==> src/rtl/core/iuhp_pkg.sv <==
// shared types and constants for the ipv4/udp header parser
// no dependencies
package iuhp_pkg;

    localparam int unsigned CHAIN_DEPTH = 15;

    localparam logic [4:0]  POS_IDLE     = 5'd28;
    localparam logic [4:0]  POS_VERSION  = 5'd0;
    localparam logic [4:0]  POS_PROTOCOL = 5'd9;
    localparam logic [4:0]  POS_HDR_LAST = 5'd19;
    localparam logic [4:0]  POS_UDP_LAST = 5'd27;
    localparam logic [4:0]  HDR_BYTES    = 5'd20;

    localparam logic [3:0]  IPV4_VERSION = 4'd4;
    localparam logic [7:0]  UDP_PROTOCOL = 8'h11;
    localparam logic [15:0] SUM_GOOD     = 16'hffff;
    localparam logic [15:0] UDP_HDR_LEN  = 16'd8;

    typedef enum logic [1:0] {
        ST_OK       = 2'd0,
        ST_BAD_CSUM = 2'd1,
        ST_NOT_IPV4 = 2'd2,
        ST_NOT_UDP  = 2'd3
    } status_t;

    typedef struct packed {
        logic clear;
        logic add;
    } csum_ctrl_t;

endpackage

==> src/rtl/core/iuhp_byte_cell.sv <==
// one byte cell of the header capture chain
// depends on nothing; instantiated by ipv4_udp_header_parser
module iuhp_byte_cell (
    input  logic       aclk,
    input  logic       shift_en,
    input  logic [7:0] d_in,
    output logic [7:0] d_out
);

    logic [7:0] data_reg;

    always_ff @(posedge aclk) begin
        if (shift_en) begin
            data_reg <= d_in;
        end
    end

    assign d_out = data_reg;

endmodule

==> src/rtl/core/iuhp_csum.sv <==
// ones' complement header sum with end-around carry
// depends on iuhp_pkg
module iuhp_csum (
    input  logic                 aclk,
    input  logic                 aresetn,
    input  iuhp_pkg::csum_ctrl_t ctrl,
    input  logic [15:0]          word,
    output logic [15:0]          sum_next
);
    import iuhp_pkg::*;

    logic [15:0] sum_reg;
    logic [16:0] raw_sum;

    assign raw_sum  = {1'b0, sum_reg} + {1'b0, word};
    assign sum_next = raw_sum[15:0] + {15'd0, raw_sum[16]};

    always_ff @(posedge aclk) begin
        if (!aresetn) begin
            sum_reg <= '0;
        end else if (ctrl.clear) begin
            sum_reg <= '0;
        end else if (ctrl.add) begin
            sum_reg <= sum_next;
        end
    end

endmodule

==> src/rtl/core/ipv4_udp_header_parser.sv <==
// top level of the ipv4/udp header parser: position control, result register
// depends on iuhp_pkg, iuhp_byte_cell, iuhp_csum
//
// usage
//   s_ channel: one packet byte per item in s_tdata, s_tuser flags the first
//   byte of a packet; a flagged byte always restarts parsing, dropping any
//   packet in progress. bytes seen while idle (payload, junk) are dropped
//   m_ channel: one result item per packet, status plus captured fields
//   a header error (checksum, then version, then protocol) is reported with
//   header byte 19; a good packet is reported with byte 27 (end of udp header)
//   result is registered and appears on m_ in the cycle after the byte that causes it
//   throughput: one byte per cycle while not held by a receiver stall; bytes are
//   held in a 15-deep row of byte cells that shift on every item, the checksum
//   adds one 16-bit word every second header byte
//   receiver stall: the result sits in the output register; input keeps
//   flowing except that a byte at position 19 or 27 waits while the output
//   register is full and m_tready is low
//   reset: synchronous, active low; parser goes idle until the next start
//   byte and the output register empties
module ipv4_udp_header_parser (
    input  logic         aclk,
    input  logic         aresetn,
    input  logic         s_tvalid,
    output logic         s_tready,
    input  logic [7:0]   s_tdata,   // [7:0] rx_byte
    input  logic [0:0]   s_tuser,   // [0] packet_start
    output logic         m_tvalid,
    input  logic         m_tready,
    output logic [119:0] m_tdata    // [1:0] status, [33:2] source_address,
                                    // [65:34] dest_address, [81:66] source_port,
                                    // [97:82] dest_port, [113:98] payload_length,
                                    // [119:114] zero
);
    import iuhp_pkg::*;

    // control state
    logic [4:0]  pos_reg, pos_next;
    logic        version_ok_reg, version_ok_next;
    logic        protocol_ok_reg, protocol_ok_next;
    logic        m_valid_reg, m_valid_next;
    logic [113:0] m_data_reg, m_data_next;

    logic        in_acc;
    logic [4:0]  pos_eff;
    logic        active;
    logic [7:0]  rx_byte;
    logic        err_fire;
    logic        ok_fire;
    status_t     hdr_status;
    csum_ctrl_t  csum_ctrl;
    logic [15:0] sum_next;
    logic [15:0] udp_len;

    // row of byte cells, cell 0 holds the newest byte
    logic [7:0]  chain [CHAIN_DEPTH];

    assign rx_byte = s_tdata;
    assign in_acc  = s_tvalid && s_tready;
    assign pos_eff = s_tuser[0] ? POS_VERSION : pos_reg;
    assign active  = (pos_eff != POS_IDLE);

    // hold off only a byte that may produce a result while the output is blocked
    assign s_tready = !m_valid_reg || m_tready ||
                      !((pos_reg == POS_HDR_LAST) || (pos_reg == POS_UDP_LAST));

    generate
        for (genvar k = 0; k < CHAIN_DEPTH; k++) begin : g_cell
            if (k == 0) begin : g_head
                iuhp_byte_cell u_cell (
                    .aclk     (aclk),
                    .shift_en (in_acc),
                    .d_in     (rx_byte),
                    .d_out    (chain[k])
                );
            end else begin : g_body
                iuhp_byte_cell u_cell (
                    .aclk     (aclk),
                    .shift_en (in_acc),
                    .d_in     (chain[k-1]),
                    .d_out    (chain[k])
                );
            end
        end
    endgenerate

    // header words: high byte is the previous byte, held in cell 0
    assign csum_ctrl.clear = in_acc && s_tuser[0];
    assign csum_ctrl.add   = in_acc && active && pos_eff[0] && (pos_eff < HDR_BYTES);

    iuhp_csum u_csum (
        .aclk     (aclk),
        .aresetn  (aresetn),
        .ctrl     (csum_ctrl),
        .word     ({chain[0], rx_byte}),
        .sum_next (sum_next)
    );

    // checksum first, then version, then protocol
    always_comb begin
        if (sum_next != SUM_GOOD) begin
            hdr_status = ST_BAD_CSUM;
        end else if (!version_ok_reg) begin
            hdr_status = ST_NOT_IPV4;
        end else if (!protocol_ok_reg) begin
            hdr_status = ST_NOT_UDP;
        end else begin
            hdr_status = ST_OK;
        end
    end

    assign err_fire = in_acc && (pos_eff == POS_HDR_LAST) && (hdr_status != ST_OK);
    assign ok_fire  = in_acc && (pos_eff == POS_UDP_LAST);

    // at byte 27 the cells hold bytes 26 down to 12
    assign udp_len = {chain[2], chain[1]} - UDP_HDR_LEN;

    always_comb begin
        pos_next         = pos_reg;
        version_ok_next  = version_ok_reg;
        protocol_ok_next = protocol_ok_reg;
        if (in_acc) begin
            if (!active) begin
                pos_next = POS_IDLE;
            end else if (err_fire || ok_fire) begin
                pos_next = POS_IDLE;
            end else begin
                pos_next = pos_eff + 5'd1;
            end
            if (active && (pos_eff == POS_VERSION)) begin
                version_ok_next = (rx_byte[7:4] == IPV4_VERSION);
            end
            if (pos_eff == POS_PROTOCOL) begin
                protocol_ok_next = (rx_byte == UDP_PROTOCOL);
            end
        end
    end

    always_comb begin
        m_data_next  = m_data_reg;
        m_valid_next = m_valid_reg && !m_tready;
        if (err_fire) begin
            // at byte 19 the cells hold bytes 18 down to 4
            m_valid_next = 1'b1;
            m_data_next  = {16'd0, 16'd0, 16'd0,
                            chain[2], chain[1], chain[0], rx_byte,
                            chain[6], chain[5], chain[4], chain[3],
                            hdr_status};
        end else if (ok_fire) begin
            m_valid_next = 1'b1;
            m_data_next  = {udp_len,
                            chain[4], chain[3],
                            chain[6], chain[5],
                            chain[10], chain[9], chain[8], chain[7],
                            chain[14], chain[13], chain[12], chain[11],
                            ST_OK};
        end
    end

    always_ff @(posedge aclk) begin
        if (!aresetn) begin
            pos_reg         <= POS_IDLE;
            version_ok_reg  <= 1'b0;
            protocol_ok_reg <= 1'b0;
            m_valid_reg     <= 1'b0;
        end else begin
            pos_reg         <= pos_next;
            version_ok_reg  <= version_ok_next;
            protocol_ok_reg <= protocol_ok_next;
            m_valid_reg     <= m_valid_next;
        end
    end

    always_ff @(posedge aclk) begin
        m_data_reg <= m_data_next;
    end

    assign m_tvalid = m_valid_reg;
    assign m_tdata  = {6'd0, m_data_reg};

    // position never leaves the range 0..idle
    a_pos_range: assert property (@(posedge aclk) disable iff (!aresetn)
        pos_reg <= POS_IDLE)
        else $error("byte position out of range");

    // a result always sends the parser idle
    a_result_idle: assert property (@(posedge aclk) disable iff (!aresetn)
        (err_fire || ok_fire) |=> (pos_reg == POS_IDLE))
        else $error("parser not idle after result");

    // a result is never produced into a blocked output register
    a_no_overrun: assert property (@(posedge aclk) disable iff (!aresetn)
        (err_fire || ok_fire) |-> (!m_valid_reg || m_tready))
        else $error("result overwrote a pending item");

endmodule
==> config.mk <==
export PLATFORM = sky130hd
export DESIGN_NAME = ipv4_udp_header_parser
export DESIGN_NICKNAME = d
export VERILOG_FILES = /design/src/rtl/core/iuhp_pkg.sv /design/src/rtl/core/iuhp_byte_cell.sv /design/src/rtl/core/iuhp_csum.sv /design/src/rtl/core/ipv4_udp_header_parser.sv
export SDC_FILE = /design/constraint.sdc
export NUM_CORES = 1
export LEC_CHECK = 0
export BUFFER_PORTS_ARGS = -buffer_cell sky130_fd_sc_hd__buf_2
export CORE_AREA = 2 2 170 172
export CTS_CLUSTER_SIZE = 16
export DETAILED_ROUTE_END_ITERATION = 16
export DIE_AREA = 0 0 172 174
export GPL_ROUTABILITY_DRIVEN = 1
export GPL_TIMING_DRIVEN = 0
export PLACE_DENSITY = 0.68
export REMOVE_ABC_BUFFERS = 1
export SETUP_SLACK_MARGIN = 0.05
export SYNTH_ARGS = -nofsm -noshare
export SYNTH_HDL_FRONTEND = slang
export SYNTH_SLANG_ARGS = --single-unit
==> constraint.sdc <==
create_clock -name aclk -period 9.5 [get_ports aclk]
set_input_delay 1.425 -clock aclk [delete_from_list [all_inputs] [get_ports aclk]]
set_output_delay 1.425 -clock aclk [all_outputs]
set_load 0.03 [all_outputs]
### Word level (Yosys, flattened, before mapping)

Cells that the tools add are included.

* memories kept: 0
* bits in latches: 0
* ROM bits: 0
* bits of input ports: 13
* bits in registers: 258
* RAM bits: 0

* $add $sub $neg: 4
* $lt $le $gt $ge: 1
* eq/ne operators: 9
* mux-type cells: 10
* divide/modulo/power cells: 0
* $mul: 0
* bitwise gates (word level): 1
* reductions and logical operators: 23
* shift operators: 0

Operators by type and width (count)
* $mux 66: 2
* $eq 5x5->1 const B: 4
* $add 16x16->17: 1
* $add 16x1->16: 1
* $ne 16x16->1 const B: 1
* $sub 16x4->16 const B: 1
* $mux 5: 3
* $logic_and 1x1->1: 10
* $eq 8x5->1 const B: 1
* $mux 2: 3
* $add 5x1->5 const B: 1
* $eq 5x4->1 const B: 1
* $logic_not 5->1: 1
* $lt 5x5->1 const B: 1
* $ne 5x5->1 const B: 1
* $eq 4x3->1 const B: 1
* $logic_or 1x1->1: 4
* $reduce_and 2->1: 2
* $reduce_bool 2->1: 2
* $logic_not 1->1: 3
* $mux 1: 2
* $reduce_or 2->1: 1
* $not 1->1: 1

### Logic depth before layout (Yosys ltp)

* depth after elaboration: 10
* mapped depth: 24

### Cells and area by module

A second synthesis with hierarchy kept.

* cell total of the unflattened synthesis: 771
* area, all modules: 10651.5 um2

By module, submodules not included
* ipv4_udp_header_parser: instances 1, cells each 462, area an instance 5452.7 um2
* iuhp_byte_cell: instances 15, cells each 8, area an instance 240.2 um2
* iuhp_csum: instances 1, cells each 189, area an instance 1595.3 um2

### Least setup slack after synthesis

No wires, ideal clock.

* kind: input to register
* from: input m_tready
* to: register m_data_reg[0] (enable)
* data required time: 9072 ps
* data arrival time: 7365 ps
* stages: 8
* buffers on the path: 1
* path slack: 1707 ps
* cells stage by stage: nor2b_1 -> nand4_1 -> nand2_1 -> inv_1 -> nand2_1 -> nor4_1 -> clkbuf_1 -> or2_1

* longest elaborated chain between the ends: 6
* elaborated cells on any way between the ends: 7

Ends and longest elaborated chain
* start, declared: RTL line ipv4_udp_header_parser.sv:28 `input logic m_tready,`
* $logic_or 1x1->1 (*) (2 in a row): RTL line ipv4_udp_header_parser.sv:63 `assign s_tready = !m_valid_reg || m_tready ||`
* named net s_tready: RTL line ipv4_udp_header_parser.sv:24 `output logic s_tready,`
* $logic_and 1x1->1 (*): RTL line ipv4_udp_header_parser.sv:58 `assign in_acc = s_tvalid && s_tready;`
* named net g_cell[0].g_head.u_cell.shift_en: RTL line iuhp_byte_cell.sv:5 `input logic shift_en,`
* $logic_and 1x1->1 (2 in a row): RTL line ipv4_udp_header_parser.sv:111 `assign err_fire = in_acc && (pos_eff == POS_HDR_LAST) && (hdr_status != ST_OK);`
* $reduce_bool 2->1 (no line) (*)
* end signal, assigned: RTL line ipv4_udp_header_parser.sv:174 `m_data_reg <= m_data_next;`
* end, declared: RTL line ipv4_udp_header_parser.sv:41 `logic [113:0] m_data_reg, m_data_next;`

Mark *: on every way through the listed nets, which the timed path passes. The rest lies on a longest branch.
A chain may end at the register's enable or synchronous reset.

### Worst setup path after layout

* from: input s_tdata[0]
* to: register m_data_reg[7], data pin

* longest elaborated chain between the ends: 7

Ends and longest elaborated chain
* start, declared: RTL line ipv4_udp_header_parser.sv:25 `input logic [7:0] s_tdata,`
* $add 16x16->17: RTL line iuhp_csum.sv:15 `assign raw_sum = {1'b0, sum_reg} + {1'b0, word};`
* $add 16x1->16: RTL line iuhp_csum.sv:16 `assign sum_next = raw_sum[15:0] + {15'd0, raw_sum[16]};`
* $ne 16x16->1: RTL line ipv4_udp_header_parser.sv:100 `if (sum_next != SUM_GOOD) begin`
* $mux 2: RTL line ipv4_udp_header_parser.sv:100
* $reduce_bool 2->1: RTL line ipv4_udp_header_parser.sv:111
* $logic_and 1x1->1: RTL line ipv4_udp_header_parser.sv:111
* $mux 66: RTL line ipv4_udp_header_parser.sv:141 `if (err_fire) begin`
* named net m_data_next[7]: RTL line ipv4_udp_header_parser.sv:41

The timed path passes the listed nets, and every way through them passes these cells.

==> impl_metrics.yaml <==
logic_synthesis:
  dominantRegCellSynth: "edfxtp_1"
  synth_area_leaders: "edfxtp_1 51%, dfxtp_1 13%, mux2_4 8.7%"
  syn_avg_cell_area_sq_um: 13.6
  netlist_area_sq_um: 11100
  yosys.cell_types.count: 69
  synth_top_cell_area_share_pct: 50.5
  synthesis.instances: 816
  synth_seq_cells: 258
  sequential_element_share_of_the_synthesized_area_pct: 63.6
  synth_edf_count: 186
  synth_largest_area_cell: "edfxtp_1"
  synth-warning-count: 0
  synthArstFlopShare_pct: 0
worst_setup_path:
  reg2reg_path_depth: 26
  crit_path_end: "m_data_reg[7]"
  worstPathMaxFanout: 21
  reg2reg_capture_point: "m_data_reg[7]"
  crit_type: "in -> reg"
  timing.critical_path.required_ns: 9.76
  cp_arrival_ns: 7.92
  crit_start: "s_tdata[0]"
  reg2reg_slack_ns: 2.55
  crit_path_start_kind: "input port"
  crit_reg_reg_startpoint: "u_csum.sum_reg[0]"
  critical_path.endpoint_type: "flop"
placement:
  place_area_sq_um: 12200
  place.detailed.hpwl_mm: 15.7
  portBuffers: 128
  gp_congestion: 0.847
global_routing:
  grt_pass1_vias: 6520
  globalRouteTotalUtil_pct: 15.0
  grt_max_degree: 103
  antenna_violations_before_repair: 0
  grt_pass1_wl_mm: 35.4
  grt-ovfl-total: 0
clock_tree:
  hold_buffers: 0
  post_cts.resized_instances: 0
  post_cts_setup_inserts: 0
  worstSkewPairLatency_ns: 0.52
  cts.sink_count: 258
  clock_pin_slew_worst_setup_and_hold_paths_ns: 0.06
  htreeDepth: 1
  buffer_depth_of_the_longest_clock_path: 3
  numCtsBuffers: 26
  clk_root_buffer_cell: "clkbuf_16"
  clock_tree_from_tritoncts: "yes"
sta:
  clock-skew-final_ns: 0.0149
  rsz0062_at_grt: "false"
  worst_slew_pin_slew_ns: 1.02
  hold_viol_final: 0
  timing.final.max_slew_violations: 0
  finalWorstPathRequiredPeriod_ns: 7.66
  period_share_pct: 80.6
  slew_limit_headroom_pct: 31.0
  final-setup-viol-count: 0
  fmax_ghz: 0.131
drt:
  dr.first_iter.drc_count: 535
  drtPass1Iterations: 5
  wire_per_inst_microns: 16.7
  route.vias.total: 6704
  vias_per_cell: 4.94
  wl_mm: 22.7
  postRouteAntennaNets: 0
  drc: 0
flow_run:
  cap_violations: 0
floorplanning:
  floorplan.core_area_sq_um: 28200
  starting_utilization_of_the_core_area_pct: 39.2
  floorplan.rows: 62
  boundaryPins: 135
  fp.dieH_microns: 174
  die_area_sq_um: 29900
  floorplan.die.width_microns: 172
layout:
  largest_reg_flops: 114
  flow.area_growth_from_synthesis_pct: 19.4
  n_fill_cell: 2565
  final_layout_size_suffix_gt1_share_pct: 28.2
  final_core_utilization_pct: 46.8
  ff_latch_area_sq_um: 7030
  diodes: 0
  finalInstanceArea_sq_um: 13200
  fin_nets: 989
  area_of_the_multi_input_gates_sq_um: 3760
power:
  static-leakage-power_nw: 4.95
  power_dens_cells_nw_per_um2: 191
  vdd_drop_max_mv: 0.0881
  total_power_mw: 2.52
hold_path:
  min-delay-path-class: "reg -> reg"
  holdPathStages: 0
outcome:
  status: "finished clean"
where the power goes:
| group | internal [mW] | switching [mW] | leakage (nW) |
|---|---|---|---|
| clock | 0.708 | 0.414 | 0.471 |
| sequential | 1.25 | 0.0262 | 2.34 |
| combinational | 0.0523 | 0.0704 | 2.13 |
| total | 2.01 | 0.511 | 4.95 |
routing by layer:
layer	wire (microns)	GRT usage, %	vias up
met5	0	0	-
met4	364	3.36	0
met3	872	2.12	28
met2	10900	24.5	125
met1	10600	21.2	3267
li1	-	-	3284
layout make-up:
class / instances / area share [%]
flip-flops and latches: 258 / 53.2
well taps: 384 / 3.64
clock buffers: 42 / 6.31
multi-input cells: 510 / 28.4
inverters: 13 / 0.407
clock inverters: 6 / 1.03
repair buffers: 144 / 6.95
how the worst min path moves through the flow:
stage / start / endpoint
6_report: g_cell[10].g_body.u_cell.d_out[4] / g_cell[11].g_body.u_cell.d_out[4]
5_1_grt: g_cell[8].g_body.u_cell.d_out[1] / g_cell[9].g_body.u_cell.d_out[1]
4_1_cts: g_cell[11].g_body.u_cell.d_out[2] / g_cell[12].g_body.u_cell.d_out[2]
3_5_place_dp: g_cell[10].g_body.u_cell.d_out[3] / g_cell[11].g_body.u_cell.d_out[3]
3_3_place_gp: g_cell[12].g_body.u_cell.d_out[7] / g_cell[13].g_body.u_cell.d_out[7]
2_1_floorplan: g_cell[9].g_body.u_cell.d_out[0] / g_cell[10].g_body.u_cell.d_out[0]
worst max-delay path: stages:
cell       delay (ns)
buf_2            0.13
ha_1             0.19
inv_1            0.06
fa_1             0.37
nand2b_1         0.21
a211o_1          0.35
a21o_1           0.22
a21boi_1         0.22
o21ai_0          0.12
nand2b_1         0.10
a21oi_1          0.06
o21bai_1         0.28
ha_1             0.24
nor2b_1          0.19
o2111a_1         0.21
o21ai_0          0.18
nor4_4           0.52
nand3_1          0.18
nor4_1           0.30
xor2_1           0.13
a2111oi_2        0.59
a31oi_4          0.43
buf_12           0.32
buf_16           0.17
buf_16           0.17
buf_16           0.17
mux2_4           0.31
through the flow:
stage	instances	setup slack (ns)	TNS [ns]	hold slack, ns
after floorplan	781	-1.82	-126.95	0.427
after global routing	1357	1.34	0	0.457
after detailed placement	1309	1.34	0	0.437
after global placement	1293	-7.56	-791.24	0.428
final	1357	1.84	0	0.442
after CTS	1357	1.83	0	0.449
cell usage in the layout (no fill, tap or decap), types with 10 or more instances in the layout:
cell,netlist,final
edfxtp_1,186,186
buf_2,5,128
nand2_1,96,96
dfxtp_1,72,72
mux2_4,64,64
nor2_1,52,52
a21oi_1,46,46
clkbuf_16,0,28
a211oi_1,22,22
nand3_1,22,22
ha_1,22,22
xor2_1,16,16
xnor2_1,15,15
nand2b_1,13,13
inv_1,13,12
nor3_1,12,12
o21ai_0,11,11
mux2i_1,10,10
cells in the mapped netlist, drive strengths merged (15+ instances only):
master and n:
a211oi 23, mux2 67, ha 22, nand2 96, dfxtp 72, a21oi 48, buf 21, edfxtp 186
nand3 22, clkbuf 19, xnor2 15, nor2 53, xor2 16
cells by family after synthesis:
group | after synthesis | share of synthesized area, %
mux | 77 | 9.90
flops | 258 | 63.6
compound gates | 122 | 7.58
buf+inv | 53 | 2.74
simple gates | 251 | 11.1
xor+xnor | 31 | 2.46
other cells | 1 | 0.0339
fa+ha+maj | 23 | 2.67
No activity file was read; power rests on OpenSTA's default activity.
